**src/hw/rtl/twdsl_pkg.sv**
```systemverilog
// Shared widths, codes, command type and constants of the two-wheel drive speed loop.
package twdsl_pkg;

  localparam int CFG_IDX_W  = 3;
  localparam int CFG_DATA_W = 16;

  localparam logic [CFG_IDX_W-1:0] REG_MAX_SPEED     = 3'd0;
  localparam logic [CFG_IDX_W-1:0] REG_SLEW_THRESH   = 3'd1;
  localparam logic [CFG_IDX_W-1:0] REG_LAG_GAIN      = 3'd2;
  localparam logic [CFG_IDX_W-1:0] REG_POWER_LOW     = 3'd3;
  localparam logic [CFG_IDX_W-1:0] REG_POWER_HIGH    = 3'd4;
  localparam logic [CFG_IDX_W-1:0] REG_REDUCED_SCALE = 3'd5;
  localparam logic [CFG_IDX_W-1:0] REG_P_GAIN        = 3'd6;
  localparam logic [CFG_IDX_W-1:0] REG_OUT_LIMIT     = 3'd7;

  localparam logic [13:0] RST_MAX_SPEED     = 14'd8000;
  localparam logic [13:0] RST_SLEW_THRESH   = 14'd1000;
  localparam logic [15:0] RST_LAG_GAIN      = 16'd1311;
  localparam logic [9:0]  RST_POWER_LOW     = 10'd30;
  localparam logic [9:0]  RST_POWER_HIGH    = 10'd80;
  localparam logic [15:0] RST_REDUCED_SCALE = 16'd19661;
  localparam logic [7:0]  RST_P_GAIN        = 8'd5;
  localparam logic [13:0] RST_OUT_LIMIT     = 14'd3000;

  localparam logic [15:0] SCALE_ONE = 16'd32768;
  localparam logic [14:0] CURVE_HI  = 15'd18022;
  localparam logic [14:0] CURVE_LO  = 15'd15892;
  localparam logic [14:0] CURVE_ONE = 15'd16384;

  localparam logic [1:0] POS_FRONT_CURVE  = 2'd1;
  localparam logic [1:0] POS_BEHIND_CURVE = 2'd2;

  localparam logic [2:0] MUL_NONE  = 3'd0;
  localparam logic [2:0] MUL_LAG   = 3'd1;
  localparam logic [2:0] MUL_FRONT = 3'd2;
  localparam logic [2:0] MUL_BACK  = 3'd3;
  localparam logic [2:0] MUL_FCURV = 3'd4;
  localparam logic [2:0] MUL_BCURV = 3'd5;
  localparam logic [2:0] MUL_ERR   = 3'd6;

  typedef struct packed {
    logic       load;
    logic       diff_en;
    logic       target_en;
    logic [2:0] mul_op;
    logic       f_scale_en;
    logic       b_scale_en;
    logic       f_curve_en;
    logic       b_curve_en;
    logic       err_f_en;
    logic       err_b_en;
    logic       drv_f_en;
    logic       out_load;
  } dp_cmd_t;

endpackage

```
**src/hw/rtl/twdsl_intf.sv**
```systemverilog
// Input and output channel interfaces of the two-wheel drive speed loop.
interface twdsl_in_if;
  logic               valid;
  logic               ready;
  logic signed [15:0] speed_command;
  logic [9:0]         buffer_level;
  logic [1:0]         track_position;
  logic signed [15:0] front_measured;
  logic signed [15:0] back_measured;

  modport source(output valid, output speed_command, output buffer_level,
                 output track_position, output front_measured, output back_measured,
                 input ready);
  modport sink(input valid, input speed_command, input buffer_level,
               input track_position, input front_measured, input back_measured,
               output ready);
endinterface

interface twdsl_out_if;
  logic               valid;
  logic               ready;
  logic signed [14:0] front_drive;
  logic signed [14:0] back_drive;
  logic               limiting_active;

  modport source(output valid, output front_drive, output back_drive,
                 output limiting_active, input ready);
  modport sink(input valid, input front_drive, input back_drive,
               input limiting_active, output ready);
endinterface

```
**src/hw/rtl/twdsl_ctrl.sv**
```systemverilog
// Step sequencer of the speed loop: issues datapath commands and owns the handshakes.
module twdsl_ctrl import twdsl_pkg::*; (
  input  logic    clk,
  input  logic    rst,
  input  logic    in_valid,
  output logic    in_ready,
  output logic    out_valid,
  input  logic    out_ready,
  output dp_cmd_t cmd
);

  localparam logic [3:0] ST_IDLE = 4'd0;
  localparam logic [3:0] ST_DIFF = 4'd1;
  localparam logic [3:0] ST_MLAG = 4'd2;
  localparam logic [3:0] ST_TGT  = 4'd3;
  localparam logic [3:0] ST_MF   = 4'd4;
  localparam logic [3:0] ST_MB   = 4'd5;
  localparam logic [3:0] ST_CF   = 4'd6;
  localparam logic [3:0] ST_CB   = 4'd7;
  localparam logic [3:0] ST_EF   = 4'd8;
  localparam logic [3:0] ST_MEF  = 4'd9;
  localparam logic [3:0] ST_MEB  = 4'd10;
  localparam logic [3:0] ST_FIN  = 4'd11;

  logic [3:0] state;
  logic [3:0] state_next;

  assign in_ready = (state == ST_IDLE);

  always_comb begin
    state_next = state;
    cmd        = '0;
    cmd.mul_op = MUL_NONE;
    case (state)
      ST_IDLE: begin
        if (in_valid) begin
          cmd.load   = 1'b1;
          state_next = ST_DIFF;
        end
      end
      ST_DIFF: begin
        cmd.diff_en = 1'b1;
        state_next  = ST_MLAG;
      end
      ST_MLAG: begin
        cmd.mul_op = MUL_LAG;
        state_next = ST_TGT;
      end
      ST_TGT: begin
        cmd.target_en = 1'b1;
        state_next    = ST_MF;
      end
      ST_MF: begin
        cmd.mul_op = MUL_FRONT;
        state_next = ST_MB;
      end
      ST_MB: begin
        cmd.f_scale_en = 1'b1;
        cmd.mul_op     = MUL_BACK;
        state_next     = ST_CF;
      end
      ST_CF: begin
        cmd.b_scale_en = 1'b1;
        cmd.mul_op     = MUL_FCURV;
        state_next     = ST_CB;
      end
      ST_CB: begin
        cmd.f_curve_en = 1'b1;
        cmd.mul_op     = MUL_BCURV;
        state_next     = ST_EF;
      end
      ST_EF: begin
        cmd.b_curve_en = 1'b1;
        cmd.err_f_en   = 1'b1;
        state_next     = ST_MEF;
      end
      ST_MEF: begin
        cmd.mul_op   = MUL_ERR;
        cmd.err_b_en = 1'b1;
        state_next   = ST_MEB;
      end
      ST_MEB: begin
        cmd.drv_f_en = 1'b1;
        cmd.mul_op   = MUL_ERR;
        state_next   = ST_FIN;
      end
      ST_FIN: begin
        // hold until the output word slot is free
        if (!out_valid || out_ready) begin
          cmd.out_load = 1'b1;
          state_next   = ST_IDLE;
        end
      end
      default: state_next = ST_IDLE;
    endcase
  end

  always_ff @(posedge clk) begin
    if (rst) begin
      state     <= ST_IDLE;
      out_valid <= 1'b0;
    end else begin
      state <= state_next;
      if (cmd.out_load) begin
        out_valid <= 1'b1;
      end else if (out_ready) begin
        out_valid <= 1'b0;
      end
    end
  end

endmodule

```
**src/hw/rtl/twdsl_dp.sv**
```systemverilog
// Datapath of the speed loop: settings, target state, shared multiplier and output word.
module twdsl_dp import twdsl_pkg::*; (
  input  logic                  clk,
  input  logic                  rst,
  input  logic                  wr_en,
  input  logic [CFG_IDX_W-1:0]  wr_index,
  input  logic [CFG_DATA_W-1:0] wr_data,
  input  dp_cmd_t               cmd,
  input  logic signed [15:0]    speed_command,
  input  logic [9:0]            buffer_level,
  input  logic [1:0]            track_position,
  input  logic signed [15:0]    front_measured,
  input  logic signed [15:0]    back_measured,
  output logic signed [14:0]    front_drive,
  output logic signed [14:0]    back_drive,
  output logic                  limiting_active
);

  logic [13:0] max_speed;
  logic [13:0] slew_threshold;
  logic [15:0] lag_gain;
  logic [9:0]  power_low;
  logic [9:0]  power_high;
  logic [15:0] reduced_scale;
  logic [7:0]  p_gain;
  logic [13:0] out_limit;

  logic               limited;
  logic               limited_next;
  logic signed [31:0] target;
  logic signed [14:0] cmd_q;
  logic [1:0]         pos_q;
  logic signed [15:0] fm_q;
  logic signed [15:0] bm_q;
  logic signed [32:0] diff;
  logic               lag;
  logic signed [53:0] prod;
  logic signed [35:0] f_val;
  logic signed [35:0] b_val;
  logic signed [35:0] err;
  logic signed [14:0] drv_f;

  logic signed [16:0] cmd_ext;
  logic signed [16:0] lim_ext;
  logic signed [16:0] cmd_clamp;
  logic signed [32:0] diff_c;
  logic signed [32:0] thr_s;
  logic signed [31:0] cmd_q16;
  logic [15:0]        scale;
  logic [14:0]        curve_f;
  logic [14:0]        curve_b;
  logic signed [35:0] mul_a;
  logic signed [17:0] mul_b;
  logic signed [53:0] mul_p;
  logic signed [14:0] sat_p;

  function automatic logic signed [14:0] sat_drive(input logic signed [37:0] v,
                                                   input logic [13:0] lim);
    logic signed [37:0] hi;
    hi = $signed({24'd0, lim});
    if (v > hi) begin
      sat_drive = hi[14:0];
    end else if (v < -hi) begin
      sat_drive = 15'(-hi);
    end else begin
      sat_drive = v[14:0];
    end
  endfunction

  always_ff @(posedge clk) begin
    if (rst) begin
      max_speed      <= RST_MAX_SPEED;
      slew_threshold <= RST_SLEW_THRESH;
      lag_gain       <= RST_LAG_GAIN;
      power_low      <= RST_POWER_LOW;
      power_high     <= RST_POWER_HIGH;
      reduced_scale  <= RST_REDUCED_SCALE;
      p_gain         <= RST_P_GAIN;
      out_limit      <= RST_OUT_LIMIT;
    end else if (wr_en) begin
      case (wr_index)
        REG_MAX_SPEED:     max_speed      <= wr_data[13:0];
        REG_SLEW_THRESH:   slew_threshold <= wr_data[13:0];
        REG_LAG_GAIN:      lag_gain       <= wr_data[15:0];
        REG_POWER_LOW:     power_low      <= wr_data[9:0];
        REG_POWER_HIGH:    power_high     <= wr_data[9:0];
        REG_REDUCED_SCALE: reduced_scale  <= wr_data[15:0];
        REG_P_GAIN:        p_gain         <= wr_data[7:0];
        REG_OUT_LIMIT:     out_limit      <= wr_data[13:0];
        default: ;
      endcase
    end
  end

  always_comb begin
    limited_next = limited | (buffer_level < power_low);
    if (limited_next && (buffer_level > power_high)) begin
      limited_next = 1'b0;
    end
    cmd_ext = 17'(speed_command);
    lim_ext = $signed({3'd0, max_speed});
    if (cmd_ext > lim_ext) begin
      cmd_clamp = lim_ext;
    end else if (cmd_ext < -lim_ext) begin
      cmd_clamp = -lim_ext;
    end else begin
      cmd_clamp = cmd_ext;
    end
  end

  assign cmd_q16 = 32'($signed({cmd_q, 16'h0000}));
  assign diff_c  = 33'(cmd_q16) - 33'(target);
  assign thr_s   = $signed({3'd0, slew_threshold, 16'h0000});
  assign scale   = limited ? reduced_scale : SCALE_ONE;

  always_comb begin
    case (pos_q)
      POS_FRONT_CURVE: begin
        curve_f = CURVE_HI;
        curve_b = CURVE_LO;
      end
      POS_BEHIND_CURVE: begin
        curve_f = CURVE_LO;
        curve_b = CURVE_HI;
      end
      default: begin
        curve_f = CURVE_ONE;
        curve_b = CURVE_ONE;
      end
    endcase
  end

  always_comb begin
    case (cmd.mul_op)
      MUL_LAG: begin
        mul_a = 36'(diff);
        mul_b = $signed({2'd0, lag_gain});
      end
      MUL_FRONT: begin
        mul_a = -36'(target);
        mul_b = $signed({2'd0, scale});
      end
      MUL_BACK: begin
        mul_a = 36'(target);
        mul_b = $signed({2'd0, scale});
      end
      MUL_FCURV: begin
        mul_a = f_val;
        mul_b = $signed({3'd0, curve_f});
      end
      MUL_BCURV: begin
        mul_a = b_val;
        mul_b = $signed({3'd0, curve_b});
      end
      MUL_ERR: begin
        mul_a = err;
        mul_b = $signed({10'd0, p_gain});
      end
      default: begin
        mul_a = '0;
        mul_b = '0;
      end
    endcase
  end

  assign mul_p = mul_a * mul_b;
  assign sat_p = sat_drive($signed(prod[53:16]), out_limit);

  always_ff @(posedge clk) begin
    if (rst) begin
      limited <= 1'b0;
      target  <= '0;
    end else begin
      if (cmd.load) begin
        limited <= limited_next;
      end
      if (cmd.target_en) begin
        target <= lag ? target + $signed(prod[47:16]) : cmd_q16;
      end
    end
  end

  always_ff @(posedge clk) begin
    if (cmd.load) begin
      cmd_q <= cmd_clamp[14:0];
      pos_q <= track_position;
      fm_q  <= front_measured;
      bm_q  <= back_measured;
    end
    if (cmd.diff_en) begin
      diff <= diff_c;
      lag  <= (diff_c > thr_s) || (diff_c < -thr_s);
    end
    if (cmd.mul_op != MUL_NONE) begin
      prod <= mul_p;
    end
    if (cmd.f_scale_en) begin
      f_val <= $signed(prod[50:15]);
    end else if (cmd.f_curve_en) begin
      f_val <= $signed(prod[49:14]);
    end
    if (cmd.b_scale_en) begin
      b_val <= $signed(prod[50:15]);
    end else if (cmd.b_curve_en) begin
      b_val <= $signed(prod[49:14]);
    end
    if (cmd.err_f_en) begin
      err <= f_val - 36'($signed({fm_q, 16'h0000}));
    end else if (cmd.err_b_en) begin
      err <= b_val - 36'($signed({bm_q, 16'h0000}));
    end
    if (cmd.drv_f_en) begin
      drv_f <= sat_p;
    end
    if (cmd.out_load) begin
      front_drive     <= drv_f;
      back_drive      <= sat_p;
      limiting_active <= limited;
    end
  end

endmodule

```
**src/hw/rtl/two_wheel_drive_speed_loop.sv**
```systemverilog
// Top level of the two-wheel drive speed loop: sequencer plus datapath.
//
//   channel     dir  handshake     word
//   drive_in    in   valid/ready   speed_command, buffer_level, track_position,
//                                  front_measured, back_measured
//   drive_out   out  valid/ready   front_drive, back_drive, limiting_active
//   wr_*        in   wr_en only    wr_index, wr_data (settings)
//
// Each word passes through the sequencer steps in order, and a new word is taken
// only once the last one has been loaded into the output word: seven products pass
// one after another through a single shared 36x18 multiplier.
// Reset is synchronous; settings return to their defaults, target and flag clear.
// A result holds on drive_out until taken; the next word is accepted meanwhile,
// and its last step waits for the output slot.
module two_wheel_drive_speed_loop import twdsl_pkg::*; (
  input  logic                  clk,
  input  logic                  rst,
  input  logic                  wr_en,
  input  logic [CFG_IDX_W-1:0]  wr_index,
  input  logic [CFG_DATA_W-1:0] wr_data,
  twdsl_in_if.sink              drive_in,
  twdsl_out_if.source           drive_out
);

  dp_cmd_t cmd;

  twdsl_ctrl u_ctrl (
    .clk       (clk),
    .rst       (rst),
    .in_valid  (drive_in.valid),
    .in_ready  (drive_in.ready),
    .out_valid (drive_out.valid),
    .out_ready (drive_out.ready),
    .cmd       (cmd)
  );

  twdsl_dp u_dp (
    .clk             (clk),
    .rst             (rst),
    .wr_en           (wr_en),
    .wr_index        (wr_index),
    .wr_data         (wr_data),
    .cmd             (cmd),
    .speed_command   (drive_in.speed_command),
    .buffer_level    (drive_in.buffer_level),
    .track_position  (drive_in.track_position),
    .front_measured  (drive_in.front_measured),
    .back_measured   (drive_in.back_measured),
    .front_drive     (drive_out.front_drive),
    .back_drive      (drive_out.back_drive),
    .limiting_active (drive_out.limiting_active)
  );

endmodule

```
**src/flat_wrapper.sv**
```systemverilog
// flat-port wrapper written by rule: the top's interface ports become plain ports
module two_wheel_drive_speed_loop_flat import twdsl_pkg::*;
  (clk, rst, wr_en, wr_index, wr_data, drive_in_valid, drive_in_speed_command, drive_in_buffer_level, drive_in_track_position, drive_in_front_measured, drive_in_back_measured, drive_in_ready, drive_out_valid, drive_out_front_drive, drive_out_back_drive, drive_out_limiting_active, drive_out_ready);
  twdsl_in_if drive_in_i ();
  twdsl_out_if drive_out_i ();
  input  logic clk;
  input  logic rst;
  input  logic wr_en;
  input  logic [CFG_IDX_W-1:0] wr_index;
  input  logic [CFG_DATA_W-1:0] wr_data;
  input wire logic [$bits(drive_in_i.valid)-1:0] drive_in_valid;
  input wire logic [$bits(drive_in_i.speed_command)-1:0] drive_in_speed_command;
  input wire logic [$bits(drive_in_i.buffer_level)-1:0] drive_in_buffer_level;
  input wire logic [$bits(drive_in_i.track_position)-1:0] drive_in_track_position;
  input wire logic [$bits(drive_in_i.front_measured)-1:0] drive_in_front_measured;
  input wire logic [$bits(drive_in_i.back_measured)-1:0] drive_in_back_measured;
  output wire logic [$bits(drive_in_i.ready)-1:0] drive_in_ready;
  output wire logic [$bits(drive_out_i.valid)-1:0] drive_out_valid;
  output wire logic [$bits(drive_out_i.front_drive)-1:0] drive_out_front_drive;
  output wire logic [$bits(drive_out_i.back_drive)-1:0] drive_out_back_drive;
  output wire logic [$bits(drive_out_i.limiting_active)-1:0] drive_out_limiting_active;
  input wire logic [$bits(drive_out_i.ready)-1:0] drive_out_ready;
  assign drive_in_i.valid = drive_in_valid;
  assign drive_in_i.speed_command = drive_in_speed_command;
  assign drive_in_i.buffer_level = drive_in_buffer_level;
  assign drive_in_i.track_position = drive_in_track_position;
  assign drive_in_i.front_measured = drive_in_front_measured;
  assign drive_in_i.back_measured = drive_in_back_measured;
  assign drive_in_ready = drive_in_i.ready;
  assign drive_out_valid = drive_out_i.valid;
  assign drive_out_front_drive = drive_out_i.front_drive;
  assign drive_out_back_drive = drive_out_i.back_drive;
  assign drive_out_limiting_active = drive_out_i.limiting_active;
  assign drive_out_i.ready = drive_out_ready;
  two_wheel_drive_speed_loop u_core (.clk(clk), .rst(rst), .wr_en(wr_en), .wr_index(wr_index), .wr_data(wr_data), .drive_in(drive_in_i), .drive_out(drive_out_i));
endmodule
```
**config.mk**
```make
export PLATFORM = sky130hd
export DESIGN_NAME = two_wheel_drive_speed_loop_flat
export DESIGN_NICKNAME = d
export VERILOG_FILES = /design/src/hw/rtl/twdsl_pkg.sv /design/src/hw/rtl/twdsl_intf.sv /design/src/hw/rtl/twdsl_ctrl.sv /design/src/hw/rtl/twdsl_dp.sv /design/src/hw/rtl/two_wheel_drive_speed_loop.sv /design/src/flat_wrapper.sv
export SDC_FILE = /design/constraint.sdc
export NUM_CORES = 2
export LEC_CHECK = 0
export BUFFER_PORTS_ARGS = -buffer_cell sky130_fd_sc_hd__buf_2
export CAP_MARGIN = 20
export CORE_MARGIN = 2
export CORE_UTILIZATION = 55
export CTS_CLUSTER_SIZE = 14
export DETAILED_ROUTE_END_ITERATION = 6
export PLACE_DENSITY = 0.74
export SETUP_SLACK_MARGIN = 0.1
export SKIP_CTS_REPAIR_TIMING = 1
export SLEW_MARGIN = 25
export SYNTH_ARGS = -nofsm -noshare
export SYNTH_HDL_FRONTEND = slang
export SYNTH_SLANG_ARGS = --single-unit
```
**constraint.sdc**
```tcl
create_clock -name clk -period 7.7 [get_ports clk]
set_clock_uncertainty 0.2 [all_clocks]
set_input_delay 0.385 -clock clk [delete_from_list [all_inputs] [get_ports clk]]
set_output_delay 0.385 -clock clk [all_outputs]
set_load 0.01 [all_outputs]
```
==> qor.txt <==
CTS buffer count -> 42
Synth Net Count -> 5,852
DP Cell Count -> 6,389
die width -> 289 um
mean post-synth cell area -> 9.16 um^2
fin crit period -> 8.36 ns
RSZ-0062 raised after global routing -> yes
Setup Viol. Count Final -> 30
Max-cap violations -> 0
Clock Power Share -> 0.309
ANT nets after route -> 0
Buf+Inv Stages, Crit Path -> 8
worst vdd ir -> 0.000163 V
WL/cell -> 22.3 um
root buffer cell -> clkbuf_16
failing checks -> setup timing
max_slew headroom -> 0.193
Final Max Slew Viols -> 0
Worst path max stage delay -> 0.56 ns
Post-Layout Cell Count -> 6,567
overall routing resource usage -> 0.348
Starting DRT DRC Count -> 3,784
CORE AREA -> 80,400 um^2
Comb pwr share -> 0.303
GP Congestion -> 1.01
Seq pwr share -> 0.388
first-pass GRT wire length -> 221 mm
clk sinks -> 416
share of the yosys chip area belonging to registers -> 0.248
Bufs on Longest Clock Path -> 3
crit path launch type -> flip-flop
# rows -> 104
# DRC -> 0
dpl hpwl -> 116 mm
Hold Crit Class -> in2reg
layout cell share with drive strength beyond 1 -> 0.207
Die Y -> 289 um
post-layout util -> 0.675
crit path setup slack, layout -> -0.656 ns
nets -> 6,450
placed cell areas -> 51,000 um^2
worst-path fanout max -> 5
Design Area, Final -> 54,300 um^2
TNS Setup -> -11.40 ns
Post-synth EDFFs -> 276
Clock Latency Late Sink -> 0.61 ns
Lkg Pwr -> 24.8 nW
Int Power -> 4.53 mW
commonest register cell after synthesis -> edfxtp_1
pwr dens -> 126 nW/um^2
largest net degree at the start of global routing -> 69
critical path arrival -> 8.49 ns
Yosys reg bits -> 416
Initial Util -> 0.555
Routed WL -> 146 mm
outcome -> complete, but fails checks
CP max stage cell -> fa_1
CTS tree -> done
period utilization -> 1.09
CP top delay family -> adder cells
Psw -> 2.28 mW
num ports -> 117
synthesized area -> 44,700 um^2
Yosys cell types -> 97
Die ar. -> 83,500 um^2
Peak Freq -> 120 MHz
synth warn -> 0
Mapped Cells -> 4,873
1st-pass router iterations -> 6
switching share of power -> 0.335
Final Hold Fails -> 0
CP Capture Type -> flip-flop
port buffer count -> 116
vias in the first global route -> 38,577
Worst-path clk slew -> 0.07 ns
post-route total power -> 6.82 mW
Critical Path RT -> 7.83 ns
grt ovf -> 0
Clock H-tree levels -> 2
detail-routed via count per cell -> 5.86
slew at the pin with the worst max-slew slack -> 1.18 ns
routed vias -> 38,473
ys async rst share -> 0
initial antenna violation count -> 4
P&R area growth vs syn -> 21.6%
CP Class -> reg2reg
## layer usage
| layer | wire [um] | track usage | up-vias | part of all wire |
|---|---|---|---|---|
| met5 | 19 | 0 | - | 0.00013 |
| met3 | 15100 | 0.0735 | 356 | 0.10 |
| li1 | - | - | 17232 | - |
| met4 | 6620 | 0.129 | 4 | 0.045 |
| met2 | 66800 | 0.555 | 1949 | 0.46 |
| met1 | 57900 | 0.468 | 18932 | 0.40 |
## power groups by stage
| stage | registers [mW] | clock network, mW | logic (mW) |
|---|---|---|---|
| floorplan | 2.61 | 0 | 1.12 |
| global placement | 2.68 | 0 | 1.85 |
| detailed placement | 2.68 | 0 | 1.89 |
| CTS | 2.64 | 2.11 | 1.90 |
| global route | 2.65 | 2.20 | 2.22 |
| finish | 2.64 | 2.11 | 2.06 |
## worst min-delay path: stages
cell     delay [ns]
buf_2          0.21
nand2_1        0.09
a21oi_1        0.05
## cell type report
class | instances | area (um^2)
multi-input cells | 3473 | 31100
fillers | 6237 | 26100
flip-flops and latches | 416 | 11100
repair buffers | 772 | 6460
inverters | 766 | 2880
well taps | 1060 | 1330
clock buffers | 61 | 1210
clock inverters | 17 | 170
diodes | 2 | 5.00
## cell usage in the layout (no fill, tap or decap), drive strengths merged, types with 12 or more instances in the layout
cell type      n
inv          766
nand2        737
buf          720
fa           546
nor2         402
ha           349
edfxtp       276
a21oi        249
dfxtp        140
xnor2        130
o21ai        122
mux2          87
nand3         71
clkbuf        61
a22oi         54
dlygate4sd3   52
nor3          48
a21o          47
nand4         47
a211oi        45
xor2          44
nand2b        39
o211ai        38
nor2b         33
mux2i         31
or3           29
o21a          27
nor4          26
a31oi         24
a211o         24
a221oi        18
and2          18
and3          16
o21bai        16
o31ai         14
clkinv        12
## per-stage QoR
stage	setup WS [ns]	hold WS (ns)
2_1_floorplan	-0.0577	0.200
3_3_place_gp	-0.739	0.202
3_5_place_dp	-0.854	0.205
4_1_cts	-0.960	-0.259
5_1_grt	-0.942	0.00200
6_report	-0.656	0.000617
## synthesized netlist by cell type, types with 9 or more instances
master / number / area [um^2]
a211o_1: 24 / 210
a211oi_1: 42 / 315
a21o_1: 47 / 353
a21oi_1: 248 / 1240
a221oi_1: 18 / 158
a22oi_1: 54 / 405
a2bb2oi_1: 10 / 87.6
a31oi_1: 24 / 150
and2_1: 17 / 106
and3_1: 16 / 100
and4_1: 10 / 87.6
buf_1: 21 / 78.8
buf_2: 11 / 55.1
clkbuf_1: 171 / 642
dfxtp_1: 140 / 2800
edfxtp_1: 276 / 8290
fa_1: 546 / 10900
ha_1: 349 / 4370
inv_1: 764 / 2870
mux2_2: 86 / 968
mux2i_1: 31 / 310
nand2_1: 736 / 2760
nand2b_1: 39 / 244
nand3_1: 70 / 350
nand4_1: 46 / 288
nor2_1: 401 / 1510
nor2b_1: 33 / 206
nor3_1: 45 / 225
nor4_1: 21 / 131
o2111ai_1: 9 / 78.8
o211ai_1: 38 / 285
o21a_1: 27 / 203
o21ai_0: 118 / 591
o21bai_1: 16 / 120
o31ai_1: 14 / 105
or2_2: 11 / 68.8
or3_1: 26 / 163
xnor2_1: 130 / 1140
xor2_1: 44 / 385
## cell families after synthesis
| kind of cell | count (synthesis) | synth area share |
|---|---|---|
| and+or+nand+nor | 1519 | 0.150 |
| xor gates and xnor gates | 174 | 0.0341 |
| muxes | 118 | 0.0290 |
| AOI/OAI and AO/OA | 767 | 0.112 |
| DFF | 416 | 0.248 |
| adders and majority gates | 895 | 0.343 |
| buffers and inverters | 984 | 0.0840 |
## final timing paths
kind	from	endpoint	slack [ns]	depth (start not counted)
min reg2reg	u_core.u_dp.drv_f[0]	u_core.u_dp.front_drive[0]	0.22	0
max	u_core.u_dp.target[5]	u_core.u_dp.prod[52]	-0.66	33
max reg2reg	u_core.u_dp.target[5]	u_core.u_dp.prod[52]	-0.66	33
min	wr_data[3]	u_core.u_dp.max_speed[3]	0.0006	3
## flip-flops by register name (all words and copies together), names as in the netlist, 15 cells and up
| register | flops |
|---|---|
| u_core.u_dp.prod | 39 |
| u_core.u_dp.b_val | 36 |
| u_core.u_dp.err | 36 |
| u_core.u_dp.f_val | 36 |
| u_core.u_dp.diff | 33 |
| u_core.u_dp.target | 32 |
| u_core.u_dp.bm_q | 16 |
| u_core.u_dp.fm_q | 16 |
| u_core.u_dp.lag_gain | 16 |
| u_core.u_dp.reduced_scale | 16 |
| u_core.u_dp.back_drive | 15 |
| u_core.u_dp.cmd_q | 15 |
| u_core.u_dp.drv_f | 15 |
| u_core.u_dp.front_drive | 15 |
Note: power is estimated with default switching activity, not from simulation.
